===== src/design/acps_pkg.sv =====
`timescale 1ns / 1ps
// Shared types and constants for the antialiased circle pixel shader.
// Used by every module of the shader; depends on nothing else.
package acps_pkg;

  // Fixed widths of the register and payload fields.
  localparam int COORD_W   = 12;
  localparam int COLOR_W   = 24;
  localparam int DIM_W     = 9;
  localparam int PX_W      = 10;
  localparam int PY_W      = 8;
  localparam int CHAN_W    = 8;
  localparam int CFG_IDX_W = 3;
  localparam int CFG_DATA_W = COLOR_W;

  // Bounding box arithmetic is done in signed whole-pixel units.
  localparam int BOX_W = COORD_W + 3;

  // Distances and coverage coefficients carry eight fraction bits.
  localparam int SHADE_FRAC = 8;
  localparam int COEFF_W    = SHADE_FRAC + 1;
  localparam int DIST_ONE   = 1 << SHADE_FRAC;
  // Inner edge of the outline ring, 1.5 in Q.8.
  localparam int DIST_RING  = DIST_ONE + DIST_ONE / 2;

  // Column wraparound works on the magnitude of pixel_x.
  localparam int WRAP_W = PX_W;

  typedef enum logic [CFG_IDX_W-1:0] {
    REG_CENTER_X     = 3'd0,
    REG_CENTER_Y     = 3'd1,
    REG_RADIUS       = 3'd2,
    REG_COLOR        = 3'd3,
    REG_FILL_MODE    = 3'd4,
    REG_FRAME_WIDTH  = 3'd5,
    REG_FRAME_HEIGHT = 3'd6
  } cfg_reg_t;

  typedef struct packed {
    logic [COORD_W-1:0] center_x;
    logic [COORD_W-1:0] center_y;
    logic [COORD_W-1:0] radius;
    logic [COLOR_W-1:0] color;
    logic               fill_mode;
    logic [DIM_W-1:0]   frame_width;
    logic [DIM_W-1:0]   frame_height;
  } cfg_t;

  localparam cfg_t CFG_RESET = '{
    center_x:     12'd0,
    center_y:     12'd0,
    radius:       12'd0,
    color:        24'hFFFFFF,
    fill_mode:    1'b1,
    frame_width:  9'd256,
    frame_height: 9'd256
  };

  // Per-pixel data that rides along the square root pipeline.
  typedef struct packed {
    logic            in_box;
    logic            neg;
    logic [PY_W-1:0] py;
  } side_t;

  // Running state of the column remainder computation.
  typedef struct packed {
    logic [WRAP_W-1:0] mag;
    logic [WRAP_W-1:0] rem;
  } wrap_t;

endpackage


===== src/design/acps_front.sv =====
`timescale 1ns / 1ps
// Front end of the shader: bounding box test, offsets from the center,
// squares and the scaled squared distance. Three register stages; uses acps_pkg.
module acps_front import acps_pkg::*; #(
  parameter int COORD_FRAC_BITS = 4,
  parameter int A_W = 14,
  parameter int ROOT_W = 19
) (
  input  logic                   clk,
  input  logic                   rst,
  input  logic                   advance,
  input  cfg_t                   cfg,
  input  logic [DIM_W-1:0]       h_eff,
  input  logic                   in_valid,
  input  logic signed [PX_W-1:0] px,
  input  logic [PY_W-1:0]        py,
  output logic                   out_valid,
  output logic [2*ROOT_W-1:0]    out_s,
  output side_t                  out_side,
  output wrap_t                  out_wrap
);

  localparam int AS_W = A_W + 1;
  localparam int SQ_W = 2 * A_W;
  localparam int SUM_W = SQ_W + 1;
  localparam int ROOT2_W = 2 * ROOT_W;
  localparam int SCALE_SHIFT = 2 * SHADE_FRAC - 2 * COORD_FRAC_BITS;
  localparam logic signed [BOX_W-1:0] BOX_ONE = BOX_W'(1);
  localparam logic signed [BOX_W-1:0] BOX_MASK = BOX_W'((1 << COORD_FRAC_BITS) - 1);

  logic signed [BOX_W-1:0] x_diff, x_sum, y_diff, y_sum;
  logic signed [BOX_W-1:0] x_lo, x_hi, y_lo, y_hi;
  logic signed [BOX_W-1:0] px_b, py_b;
  logic                    row_ok, in_box;
  logic signed [AS_W-1:0]  a_next, b_next;
  logic [WRAP_W-1:0]       px_u, mag_next;
  side_t                   side_next;

  // Stage 1 registers.
  logic                   valid1;
  logic signed [AS_W-1:0] a1, b1;
  side_t                  side1;
  logic [WRAP_W-1:0]      mag1;
  // Stage 2 registers.
  logic                   valid2;
  logic [SQ_W-1:0]        asq2, bsq2;
  side_t                  side2;
  logic [WRAP_W-1:0]      mag2;

  logic signed [2*AS_W-1:0] prod_a, prod_b;
  logic [SUM_W-1:0]         sq_sum;

  always_comb begin
    // Box edges in whole pixels: floor(c - r) - 1 and ceil(c + r) + 1.
    x_diff = $signed(BOX_W'(cfg.center_x)) - $signed(BOX_W'(cfg.radius));
    x_sum  = $signed(BOX_W'(cfg.center_x)) + $signed(BOX_W'(cfg.radius));
    y_diff = $signed(BOX_W'(cfg.center_y)) - $signed(BOX_W'(cfg.radius));
    y_sum  = $signed(BOX_W'(cfg.center_y)) + $signed(BOX_W'(cfg.radius));
    x_lo = (x_diff >>> COORD_FRAC_BITS) - BOX_ONE;
    x_hi = ((x_sum + BOX_MASK) >>> COORD_FRAC_BITS) + BOX_ONE;
    y_lo = (y_diff >>> COORD_FRAC_BITS) - BOX_ONE;
    y_hi = ((y_sum + BOX_MASK) >>> COORD_FRAC_BITS) + BOX_ONE;
    px_b = BOX_W'(px);
    py_b = $signed(BOX_W'(py));
    // The last frame row is never drawn.
    row_ok = (WRAP_W'(py) + WRAP_W'(1)) < WRAP_W'(h_eff);
    in_box = (px_b >= x_lo) && (px_b < x_hi) && (py_b >= y_lo) && (py_b < y_hi)
             && row_ok;

    a_next = ($signed(AS_W'(px)) <<< COORD_FRAC_BITS) - $signed(AS_W'(cfg.center_x));
    b_next = ($signed(AS_W'(py)) <<< COORD_FRAC_BITS) - $signed(AS_W'(cfg.center_y));

    px_u = px;
    mag_next = px_u[WRAP_W-1] ? (~px_u + WRAP_W'(1)) : px_u;
    side_next.in_box = in_box;
    side_next.neg = px_u[WRAP_W-1];
    side_next.py = py;
  end

  always_comb begin
    prod_a = a1 * a1;
    prod_b = b1 * b1;
    sq_sum = SUM_W'(asq2) + SUM_W'(bsq2);
  end

  always_ff @(posedge clk) begin
    if (rst) begin
      valid1 <= 1'b0;
      valid2 <= 1'b0;
      out_valid <= 1'b0;
    end else if (advance) begin
      valid1 <= in_valid;
      valid2 <= valid1;
      out_valid <= valid2;
    end
  end

  always_ff @(posedge clk) begin
    if (advance) begin
      a1 <= a_next;
      b1 <= b_next;
      side1 <= side_next;
      mag1 <= mag_next;

      asq2 <= prod_a[SQ_W-1:0];
      bsq2 <= prod_b[SQ_W-1:0];
      side2 <= side1;
      mag2 <= mag1;

      out_s <= ROOT2_W'(sq_sum) << SCALE_SHIFT;
      out_side <= side2;
      out_wrap.mag <= mag2;
      out_wrap.rem <= '0;
    end
  end

endmodule


===== src/design/acps_root_step.sv =====
`timescale 1ns / 1ps
// One stage of the square root pipeline: retires one root bit per pixel and,
// when enabled, one bit of the column remainder. Uses acps_pkg.
module acps_root_step import acps_pkg::*; #(
  parameter int ROOT_W = 19,
  parameter bit MOD_EN = 1'b1
) (
  input  logic                  clk,
  input  logic                  rst,
  input  logic                  advance,
  input  logic [DIM_W-1:0]      w_eff,
  input  logic                  in_valid,
  input  logic [2*ROOT_W-1:0]   in_s,
  input  logic [ROOT_W-1:0]     in_root,
  input  logic [ROOT_W+1:0]     in_rem,
  input  side_t                 in_side,
  input  wrap_t                 in_wrap,
  output logic                  out_valid,
  output logic [2*ROOT_W-1:0]   out_s,
  output logic [ROOT_W-1:0]     out_root,
  output logic [ROOT_W+1:0]     out_rem,
  output side_t                 out_side,
  output wrap_t                 out_wrap
);

  localparam int REM_W = ROOT_W + 2;
  localparam int ROOT2_W = 2 * ROOT_W;

  logic [REM_W-1:0]   rem_sh, trial, rem_next;
  logic               take;
  logic [ROOT_W-1:0]  root_next;
  logic [ROOT2_W-1:0] s_next;
  wrap_t              wrap_next;

  always_comb begin
    // Bring down the next pair of radicand bits and try root*4 + 1.
    rem_sh = {in_rem[REM_W-3:0], in_s[ROOT2_W-1 -: 2]};
    trial = {in_root, 2'b01};
    take = rem_sh >= trial;
    rem_next = take ? (rem_sh - trial) : rem_sh;
    root_next = {in_root[ROOT_W-2:0], take};
    s_next = in_s << 2;
  end

  generate
    if (MOD_EN) begin : g_mod
      logic [WRAP_W-1:0] wrem_sh;
      always_comb begin
        wrem_sh = {in_wrap.rem[WRAP_W-2:0], in_wrap.mag[WRAP_W-1]};
        wrap_next.mag = in_wrap.mag << 1;
        wrap_next.rem = (wrem_sh >= WRAP_W'(w_eff)) ? (wrem_sh - WRAP_W'(w_eff)) : wrem_sh;
      end
    end else begin : g_pass
      always_comb begin
        wrap_next = in_wrap;
      end
    end
  endgenerate

  always_ff @(posedge clk) begin
    if (rst) begin
      out_valid <= 1'b0;
    end else if (advance) begin
      out_valid <= in_valid;
    end
  end

  always_ff @(posedge clk) begin
    if (advance) begin
      out_s <= s_next;
      out_root <= root_next;
      out_rem <= rem_next;
      out_side <= in_side;
      out_wrap <= wrap_next;
    end
  end

endmodule


===== src/design/acps_shade.sv =====
`timescale 1ns / 1ps
// Back end of the shader: edge distance, coverage coefficient, column wrap,
// then color scaling into the output registers. Two stages; uses acps_pkg.
module acps_shade import acps_pkg::*; #(
  parameter int COORD_FRAC_BITS = 4,
  parameter int ROOT_W = 19
) (
  input  logic              clk,
  input  logic              rst,
  input  logic              advance,
  input  cfg_t              cfg,
  input  logic [DIM_W-1:0]  w_eff,
  input  logic              in_valid,
  input  logic [ROOT_W-1:0] in_root,
  input  side_t             in_side,
  input  wrap_t             in_wrap,
  output logic              result_valid,
  output logic              write_pixel,
  output logic [CHAN_W-1:0] column,
  output logic [PY_W-1:0]   row,
  output logic [CHAN_W-1:0] red,
  output logic [CHAN_W-1:0] green,
  output logic [CHAN_W-1:0] blue
);

  localparam int RS_W = COORD_W + SHADE_FRAC - COORD_FRAC_BITS;
  localparam int D_W = ((ROOT_W > RS_W) ? ROOT_W : RS_W) + 1;
  localparam int PROD_W = CHAN_W + COEFF_W;
  localparam logic signed [D_W-1:0] D_ONE = D_W'(DIST_ONE);
  localparam logic signed [D_W-1:0] D_RING_NEG = -D_W'(DIST_RING);
  localparam logic signed [D_W-1:0] D_ONE_NEG = -D_W'(DIST_ONE);
  localparam logic signed [D_W-1:0] D_ZERO = '0;

  logic signed [D_W-1:0] root_d, edge_d, c_pos, c_neg;
  logic [RS_W-1:0]       r_scaled;
  logic                  write_next;
  logic [COEFF_W-1:0]    coeff_raw, coeff_next;
  logic [WRAP_W-1:0]     col_next;

  logic                 valid_a, write_a;
  logic [COEFF_W-1:0]   coeff_a;
  logic [WRAP_W-1:0]    col_a;
  logic [PY_W-1:0]      row_a;
  logic [PROD_W-1:0]    prod_r, prod_g, prod_b;

  always_comb begin
    r_scaled = RS_W'(cfg.radius) << (SHADE_FRAC - COORD_FRAC_BITS);
    root_d = $signed(D_W'(in_root));
    edge_d = root_d - $signed(D_W'(r_scaled));
    c_pos = D_ONE - edge_d;
    c_neg = D_ONE + edge_d;

    // Outline mode accepts the band between -1.5 and 1 only.
    write_next = in_side.in_box && (edge_d < D_ONE) &&
                 (cfg.fill_mode || (edge_d > D_RING_NEG));

    if (edge_d > D_ZERO) begin
      coeff_raw = COEFF_W'(c_pos);
    end else if (cfg.fill_mode) begin
      coeff_raw = COEFF_W'(DIST_ONE);
    end else if (edge_d > D_ONE_NEG) begin
      coeff_raw = COEFF_W'(c_neg);
    end else begin
      // Deep inside the ring the coefficient clamps to zero: drawn in black.
      coeff_raw = '0;
    end
    coeff_next = write_next ? coeff_raw : '0;

    col_next = (in_side.neg && (in_wrap.rem != '0)) ?
               (WRAP_W'(w_eff) - in_wrap.rem) : in_wrap.rem;
  end

  always_comb begin
    prod_r = PROD_W'(cfg.color[3*CHAN_W-1 -: CHAN_W]) * PROD_W'(coeff_a);
    prod_g = PROD_W'(cfg.color[2*CHAN_W-1 -: CHAN_W]) * PROD_W'(coeff_a);
    prod_b = PROD_W'(cfg.color[CHAN_W-1 -: CHAN_W]) * PROD_W'(coeff_a);
  end

  always_ff @(posedge clk) begin
    if (rst) begin
      valid_a <= 1'b0;
      result_valid <= 1'b0;
    end else if (advance) begin
      valid_a <= in_valid;
      result_valid <= valid_a;
    end
  end

  always_ff @(posedge clk) begin
    if (advance) begin
      write_a <= write_next;
      coeff_a <= coeff_next;
      col_a <= col_next;
      row_a <= in_side.py;

      write_pixel <= write_a;
      column <= col_a[CHAN_W-1:0];
      row <= row_a;
      red <= prod_r[SHADE_FRAC +: CHAN_W];
      green <= prod_g[SHADE_FRAC +: CHAN_W];
      blue <= prod_b[SHADE_FRAC +: CHAN_W];
    end
  end

endmodule


===== src/design/antialiased_circle_pixel_shader_core.sv =====
`timescale 1ns / 1ps
// A transaction passes acps_front, the square root stages and acps_shade on its way to result_valid;
// one that arrives during a hold waits in the skid register first. Throughput: one pixel per clock
// unless result_stall holds the pipeline; the square root takes one stage per root bit.
// Reset clears the pipeline and skid register and loads the register defaults.
// Depends on acps_pkg, acps_front, acps_root_step and acps_shade.
module antialiased_circle_pixel_shader_core import acps_pkg::*; #(
  parameter int MAX_DIM = 256,
  parameter int COORD_FRAC_BITS = 4
) (
  input  logic                   clk,
  input  logic                   rst,
  input  logic                   cfg_write,
  input  logic [CFG_IDX_W-1:0]   cfg_index,
  input  logic [CFG_DATA_W-1:0]  cfg_data,
  input  logic                   pixel_valid,
  output logic                   pixel_stall,
  input  logic signed [PX_W-1:0] pixel_x,
  input  logic [PY_W-1:0]        pixel_y,
  output logic                   result_valid,
  input  logic                   result_stall,
  output logic                   write_pixel,
  output logic [CHAN_W-1:0]      column,
  output logic [PY_W-1:0]        row,
  output logic [CHAN_W-1:0]      red,
  output logic [CHAN_W-1:0]      green,
  output logic [CHAN_W-1:0]      blue
);

  localparam int A_MAX = (1 << (PX_W - 1)) * (1 << COORD_FRAC_BITS) + (1 << COORD_W) - 1;
  localparam int A_W = $clog2(A_MAX + 1);
  localparam int S_W = 2 * A_W + 1 + 2 * SHADE_FRAC - 2 * COORD_FRAC_BITS;
  localparam int ROOT_W = (S_W + 1) / 2;
  localparam int ROOT2_W = 2 * ROOT_W;
  localparam int REM_W = ROOT_W + 2;

  cfg_t cfg;
  logic [DIM_W-1:0] w_clamp, w_eff, h_eff;
  logic advance;

  logic                   skid_full;
  logic signed [PX_W-1:0] skid_x;
  logic [PY_W-1:0]        skid_y;
  logic                   ent_valid;
  logic signed [PX_W-1:0] ent_x;
  logic [PY_W-1:0]        ent_y;

  logic               st_valid [ROOT_W+1];
  logic [ROOT2_W-1:0] st_s     [ROOT_W+1];
  logic [ROOT_W-1:0]  st_root  [ROOT_W+1];
  logic [REM_W-1:0]   st_rem   [ROOT_W+1];
  side_t              st_side  [ROOT_W+1];
  wrap_t              st_wrap  [ROOT_W+1];

  // Register file.
  always_ff @(posedge clk) begin
    if (rst) begin
      cfg <= CFG_RESET;
    end else if (cfg_write) begin
      unique case (cfg_reg_t'(cfg_index))
        REG_CENTER_X:     cfg.center_x <= cfg_data[COORD_W-1:0];
        REG_CENTER_Y:     cfg.center_y <= cfg_data[COORD_W-1:0];
        REG_RADIUS:       cfg.radius <= cfg_data[COORD_W-1:0];
        REG_COLOR:        cfg.color <= cfg_data[COLOR_W-1:0];
        REG_FILL_MODE:    cfg.fill_mode <= cfg_data[0];
        REG_FRAME_WIDTH:  cfg.frame_width <= cfg_data[DIM_W-1:0];
        REG_FRAME_HEIGHT: cfg.frame_height <= cfg_data[DIM_W-1:0];
        default: begin
        end
      endcase
    end
  end

  // Frame sizes above MAX_DIM act as MAX_DIM; a zero width acts as one.
  always_comb begin
    w_clamp = (int'(cfg.frame_width) > MAX_DIM) ? DIM_W'(MAX_DIM) : cfg.frame_width;
    w_eff = (w_clamp == '0) ? DIM_W'(1) : w_clamp;
    h_eff = (int'(cfg.frame_height) > MAX_DIM) ? DIM_W'(MAX_DIM) : cfg.frame_height;
  end

  // The whole pipeline holds while a finished result waits downstream.
  assign advance = !(result_valid && result_stall);
  assign pixel_stall = skid_full;

  // The skid register catches a transaction that arrives during a hold.
  always_ff @(posedge clk) begin
    if (rst) begin
      skid_full <= 1'b0;
    end else if (advance) begin
      skid_full <= 1'b0;
    end else if (pixel_valid && !skid_full) begin
      skid_full <= 1'b1;
    end
  end

  always_ff @(posedge clk) begin
    if (!advance && pixel_valid && !skid_full) begin
      skid_x <= pixel_x;
      skid_y <= pixel_y;
    end
  end

  always_comb begin
    ent_valid = skid_full || pixel_valid;
    ent_x = skid_full ? skid_x : pixel_x;
    ent_y = skid_full ? skid_y : pixel_y;
  end

  acps_front #(
    .COORD_FRAC_BITS(COORD_FRAC_BITS),
    .A_W(A_W),
    .ROOT_W(ROOT_W)
  ) u_front (
    .clk(clk),
    .rst(rst),
    .advance(advance),
    .cfg(cfg),
    .h_eff(h_eff),
    .in_valid(ent_valid),
    .px(ent_x),
    .py(ent_y),
    .out_valid(st_valid[0]),
    .out_s(st_s[0]),
    .out_side(st_side[0]),
    .out_wrap(st_wrap[0])
  );

  assign st_root[0] = '0;
  assign st_rem[0] = '0;

  // The column remainder runs in the first WRAP_W stages, one bit per stage.
  generate
    for (genvar k = 0; k < ROOT_W; k++) begin : g_root
      acps_root_step #(
        .ROOT_W(ROOT_W),
        .MOD_EN(k < WRAP_W)
      ) u_step (
        .clk(clk),
        .rst(rst),
        .advance(advance),
        .w_eff(w_eff),
        .in_valid(st_valid[k]),
        .in_s(st_s[k]),
        .in_root(st_root[k]),
        .in_rem(st_rem[k]),
        .in_side(st_side[k]),
        .in_wrap(st_wrap[k]),
        .out_valid(st_valid[k+1]),
        .out_s(st_s[k+1]),
        .out_root(st_root[k+1]),
        .out_rem(st_rem[k+1]),
        .out_side(st_side[k+1]),
        .out_wrap(st_wrap[k+1])
      );
    end
  endgenerate

  acps_shade #(
    .COORD_FRAC_BITS(COORD_FRAC_BITS),
    .ROOT_W(ROOT_W)
  ) u_shade (
    .clk(clk),
    .rst(rst),
    .advance(advance),
    .cfg(cfg),
    .w_eff(w_eff),
    .in_valid(st_valid[ROOT_W]),
    .in_root(st_root[ROOT_W]),
    .in_side(st_side[ROOT_W]),
    .in_wrap(st_wrap[ROOT_W]),
    .result_valid(result_valid),
    .write_pixel(write_pixel),
    .column(column),
    .row(row),
    .red(red),
    .green(green),
    .blue(blue)
  );

`ifndef SYNTH
  // The skid register only holds a transaction if the pipeline was held in the previous cycle.
  assert property (@(posedge clk) disable iff (rst)
    pixel_stall |-> $past(!advance))
    else $error("skid register filled while the pipeline was moving");

  // A pixel that is not written carries black.
  assert property (@(posedge clk) disable iff (rst)
    (result_valid && !write_pixel) |-> (red == '0 && green == '0 && blue == '0))
    else $error("color on an unwritten pixel");

  // The wrapped column stays below the frame width when that fits the port.
  assert property (@(posedge clk) disable iff (rst)
    (result_valid && (w_eff <= DIM_W'(1 << CHAN_W))) |-> (DIM_W'(column) < w_eff))
    else $error("column outside the frame width");
`endif

endmodule

===== config.mk =====
export PLATFORM = sky130hd
export DESIGN_NAME = antialiased_circle_pixel_shader_core
export DESIGN_NICKNAME = d
export VERILOG_FILES = /design/src/design/acps_pkg.sv /design/src/design/acps_front.sv /design/src/design/acps_root_step.sv /design/src/design/acps_shade.sv /design/src/design/antialiased_circle_pixel_shader_core.sv
export SDC_FILE = /design/constraint.sdc
export NUM_CORES = 2
export LEC_CHECK = 0
export BUFFER_PORTS_ARGS = -buffer_cell sky130_fd_sc_hd__buf_2
export CORE_AREA = 4 4 405 407
export DETAILED_ROUTE_END_ITERATION = 10
export DIE_AREA = 0 0 409 411
export GPL_TIMING_DRIVEN = 0
export PLACE_DENSITY = 0.71
export SYNTH_ARGS = -nofsm -noshare
export SYNTH_HDL_FRONTEND = slang
export SYNTH_SLANG_ARGS = --single-unit

===== constraint.sdc =====
create_clock -name clk -period 54.2 [get_ports clk]
set_input_delay 2.71 -clock clk [delete_from_list [all_inputs] [get_ports clk]]
set_output_delay 2.71 -clock clk [all_outputs]
set_load 0.005 [all_outputs]

==> reports/qor.csv <==
stage;metric;value;unit
floorplanning;num_rows;147;
cts;clock_sinks;1487;
cts;clockBufferDepth;3;
layout;final-seq-area;0.0436;mm^2
setup_path;reg2reg_slack;46230;ps
synth;async_flop_share;0;%
cts;htreeDepth;4;
setup_path;cp_max_fo;10;
setup_path;r2r.worst_path.cells;23;
synth;syn_inst;7490;
grt;grt_antenna_before_repair;4;
setup_path;required;54700;ps
timing;max_freq;125;MHz
synth;synth-edff-count;1383;
setup_path;r2r-end;u_front.asq2[27];
power;total_power;5560;uW
floorplanning;start_util;54.8;%
route;wl;182;mm
setup_path;critPathBufInv;6;
synth;syn_area;0.0878;mm^2
timing;skew;71.2;ps
placement;globalplace.congestion;0.907;
route;antenna_left;0;
floorplanning;core_area;0.160;mm^2
run;cap_violations;0;
power;power.switching;2050;uW
setup_path;worstSetupPathType;reg2reg;
setup_path;crit_chain;inv_1 -> clkbuf_1 -> nor2_1 -> fa_1 -> inv_1 -> fa_1 -> inv_1 -> fa_1 -> fa_1 -> fa_1 -> inv_1 -> fa_1 -> inv_1 -> ha_1 -> a21oi_1 -> nor4b_1 -> a2111oi_0 -> o211ai_1 -> a221oi_1 -> o21ai_0 -> nand2b_1 -> a21oi_1 -> xnor2_1;
cts;cts_root_buffer;clkbuf_16;
grt;grt_usage;21.8;%
cts;clkTransAtPathRegs;60;ps
route;num_vias;54700;
power;clockPowerShare;20.1;%
synth;synthesis.nets;8716;
power;p_int;3500;uW
timing;worst_slew_pin_slew;1150;ps
timing;fin_crit_sh;14.7;%
timing;drv_slew;0;
layout;final_common_cell;edfxtp_1;
route;top_layer;met5;
setup_path;cp_slowest_stage_delay;990;ps
route;drt_iter0_markers;3867;
placement;dpl_cell_area;0.0912;mm^2
timing;rsz0062_at_grt;no;
setup_path;critical-path-top-delay-family;adder cells;
setup_path;critPathArrivalTime;8470;ps
synth;ys_ff_latch;1487;
route;avgRoutedWirePerCell;18.1;um
worst_hold_path;holdPathEnd;g_root[1].u_step.out_side[1];
floorplanning;die_h;411;um
power;leakage;0.0425;uW
power;combPwrFrac;44.9;%
floorplanning;die_w;409;um
synth;yosys_warnings;0;
grt;gr-total-overflow;0;
grt;first_global_vias;55300;
setup_path;crit_path_top_delay_cell;a2111oi_0;
synth;synth_ff_type;edfxtp_1;
setup_path;cp_common_cell;fa_1;
placement;dp_hpwl;137;mm
layout;drive_gt1_share;5.91;%
cts;postCtsResizedCells;0;
route;dr.pass1.iters;6;
cts;cts_tree;done;
floorplanning;io_pins;93;
cts;cts_buffers;161;
layout;multiInputGateArea;0.0399;mm^2
timing;setup_tns;0;ps
timing;setup_viol_count_final;0;
setup_path;r2r-start;u_front.a1[14];
power;vdd.ir_drop.worst;0.0898;mV
layout;design_area;0.0968;mm^2
power;pwr-share-seq;34.9;%
power;p_per_area;57.4;mW/mm^2
grt;grt_pass1_wl;292;mm
cts;worst_skew_pair.late_latency;800;ps
timing;max_slew_margin;21.5;%
route;wl_met1;80.0;mm
setup_path;start_kind;flop;
timing;hold_viol;0;
worst_hold_path;hold_path.class;reg2reg;
route;viasPerCell;5.44;
run_status;status;finished clean;
placement;port-buffer-count;91;
layout;area_delta_synth_final;10.2;%
worst_hold_path;hold_path_depth;0;
layout;mostFrequentLayoutCells;edfxtp_1 (1383), inv_1 (1001), nand2_1 (710), ha_1 (710), fa_1 (466);
route;post-route-drc-count;0;
timing;whs;390;ps
layout;nets;8979;
timing;finalCriticalPeriod;7970;ps
route;dr_wl_met3;10.3;mm
setup_path;cp-end-kind;flop;
cts;cts_hold_buf;0;
layout;nFillCells;12700;
route;wl_met2;86.3;mm
power;swShare;36.9;%
worst_hold_path;hp-start;g_root[0].u_step.out_side[1];
grt;grt_max_degree;190;
synth;synth.yosys.seq_area_share;49.7;%
synth;avgSynthCellArea;11.7;um^2
cts;cts_setup_buffers;0;
synth;synth_cell_types;94;
floorplanning;die_area;0.168;mm^2
layer usage:
layer / vias up / global-route usage, %
met5: - / 0
met3: 321 / 3.43
met2: 1288 / 36.1
li1: 26400 / -
met4: 2 / 6.78
met1: 26700 / 29.6
flip-flops by register name, summed over array words and instances, names as in the netlist, 13 cells and up:
signal and count:
g_root.u_step.out_rem 313, g_root.u_step.out_valid 19, u_front.bsq2 25, u_front.asq2 27
u_front.b1 13, g_root.u_step.out_s 210, u_front.a1 15, g_root.u_step.out_root 190
u_front.out_s 29, g_root.u_step.out_wrap 226, cfg 79, g_root.u_step.out_side 190
synth_stat cells (all sizes together), types with 13 or more instances:
library cell	n	area, um^2
and3	30	188
a21boi	23	173
and2	189	1180
o21ai	256	1290
o31ai	47	353
nor3	139	701
or2	28	175
a211oi	35	263
dfxtp	104	2080
o21a	96	721
nand3	92	460
a21o	118	886
mux2	52	586
nor2	418	1570
or3	32	201
o211ai	22	165
xnor2	308	2700
xor2	177	1550
a31oi	19	125
fa	466	9330
nand2	710	2670
nor2b	98	613
mux2i	21	210
a21oi	375	1880
o41ai	16	174
o21bai	29	218
nand4	48	300
nand2b	91	569
nor4	44	275
clkbuf	139	522
ha	710	8880
buf	13	68.8
edfxtp	1383	41500
inv	1001	3760
logic make-up after synthesis:
family | after synthesis | share of synthesized area, %
AND/OR/NAND/NOR | 1979 | 10.7
flip-flops | 1487 | 49.7
adder cells (fa/ha/maj) | 1176 | 20.7
buffers and inverters | 1157 | 4.97
AO/OA/AOI/OAI | 1132 | 8.16
XOR/XNOR | 485 | 4.84
multiplexers | 73 | 0.906
other | 1 | 0.00427
layout make-up:
type	count	share of cell area [%]
clock inverters	113	1.39
repair buffers	100	0.710
multi-input cells	4846	41.2
diodes	3	0.00776
clock buffers	188	4.34
well taps	2160	2.79
flip-flops and latches	1487	45.1
inverters	1005	3.90
plain buffers	152	0.635
worst max path at each step:
stage | slack (ps) | cells after the start | startpoint | end
6_report | 46230 | 23 | u_front.a1[14] | u_front.asq2[27]
5_1_grt | 45690 | 23 | u_front.a1[14] | u_front.asq2[27]
4_1_cts | 46080 | 23 | u_front.a1[14] | u_front.asq2[27]
3_5_place_dp | 46170 | 23 | u_front.a1[14] | u_front.asq2[27]
3_3_place_gp | -19940 | 6 | result_stall | skid_x[9]
2_1_floorplan | 4520 | 5 | result_stall | skid_x[0]
per-stage QoR:
step | utilization, % | cells | worst slack (ps)
after floorplan | - | 7490 | 4520
after global placement | 56.8 | 9741 | -19940
after detailed placement | 57.0 | 9750 | 46170
after CTS | 60.4 | 10100 | 46080
after global routing | 60.4 | 10100 | 45690
final | 60.4 | 10100 | 46230
power groups by stage:
| stage | combinational [uW] | sequential, uW | clock [uW] |
|---|---|---|---|
| global placement | 2430 | 1950 | 0 |
| CTS | 2520 | 1940 | 1150 |
| detailed placement | 2490 | 1960 | 0 |
| global route | 2840 | 1980 | 1200 |
| floorplan | 1950 | 1880 | 0 |
| finish | 2500 | 1940 | 1120 |
Note: power is estimated with default switching activity, not from simulation.
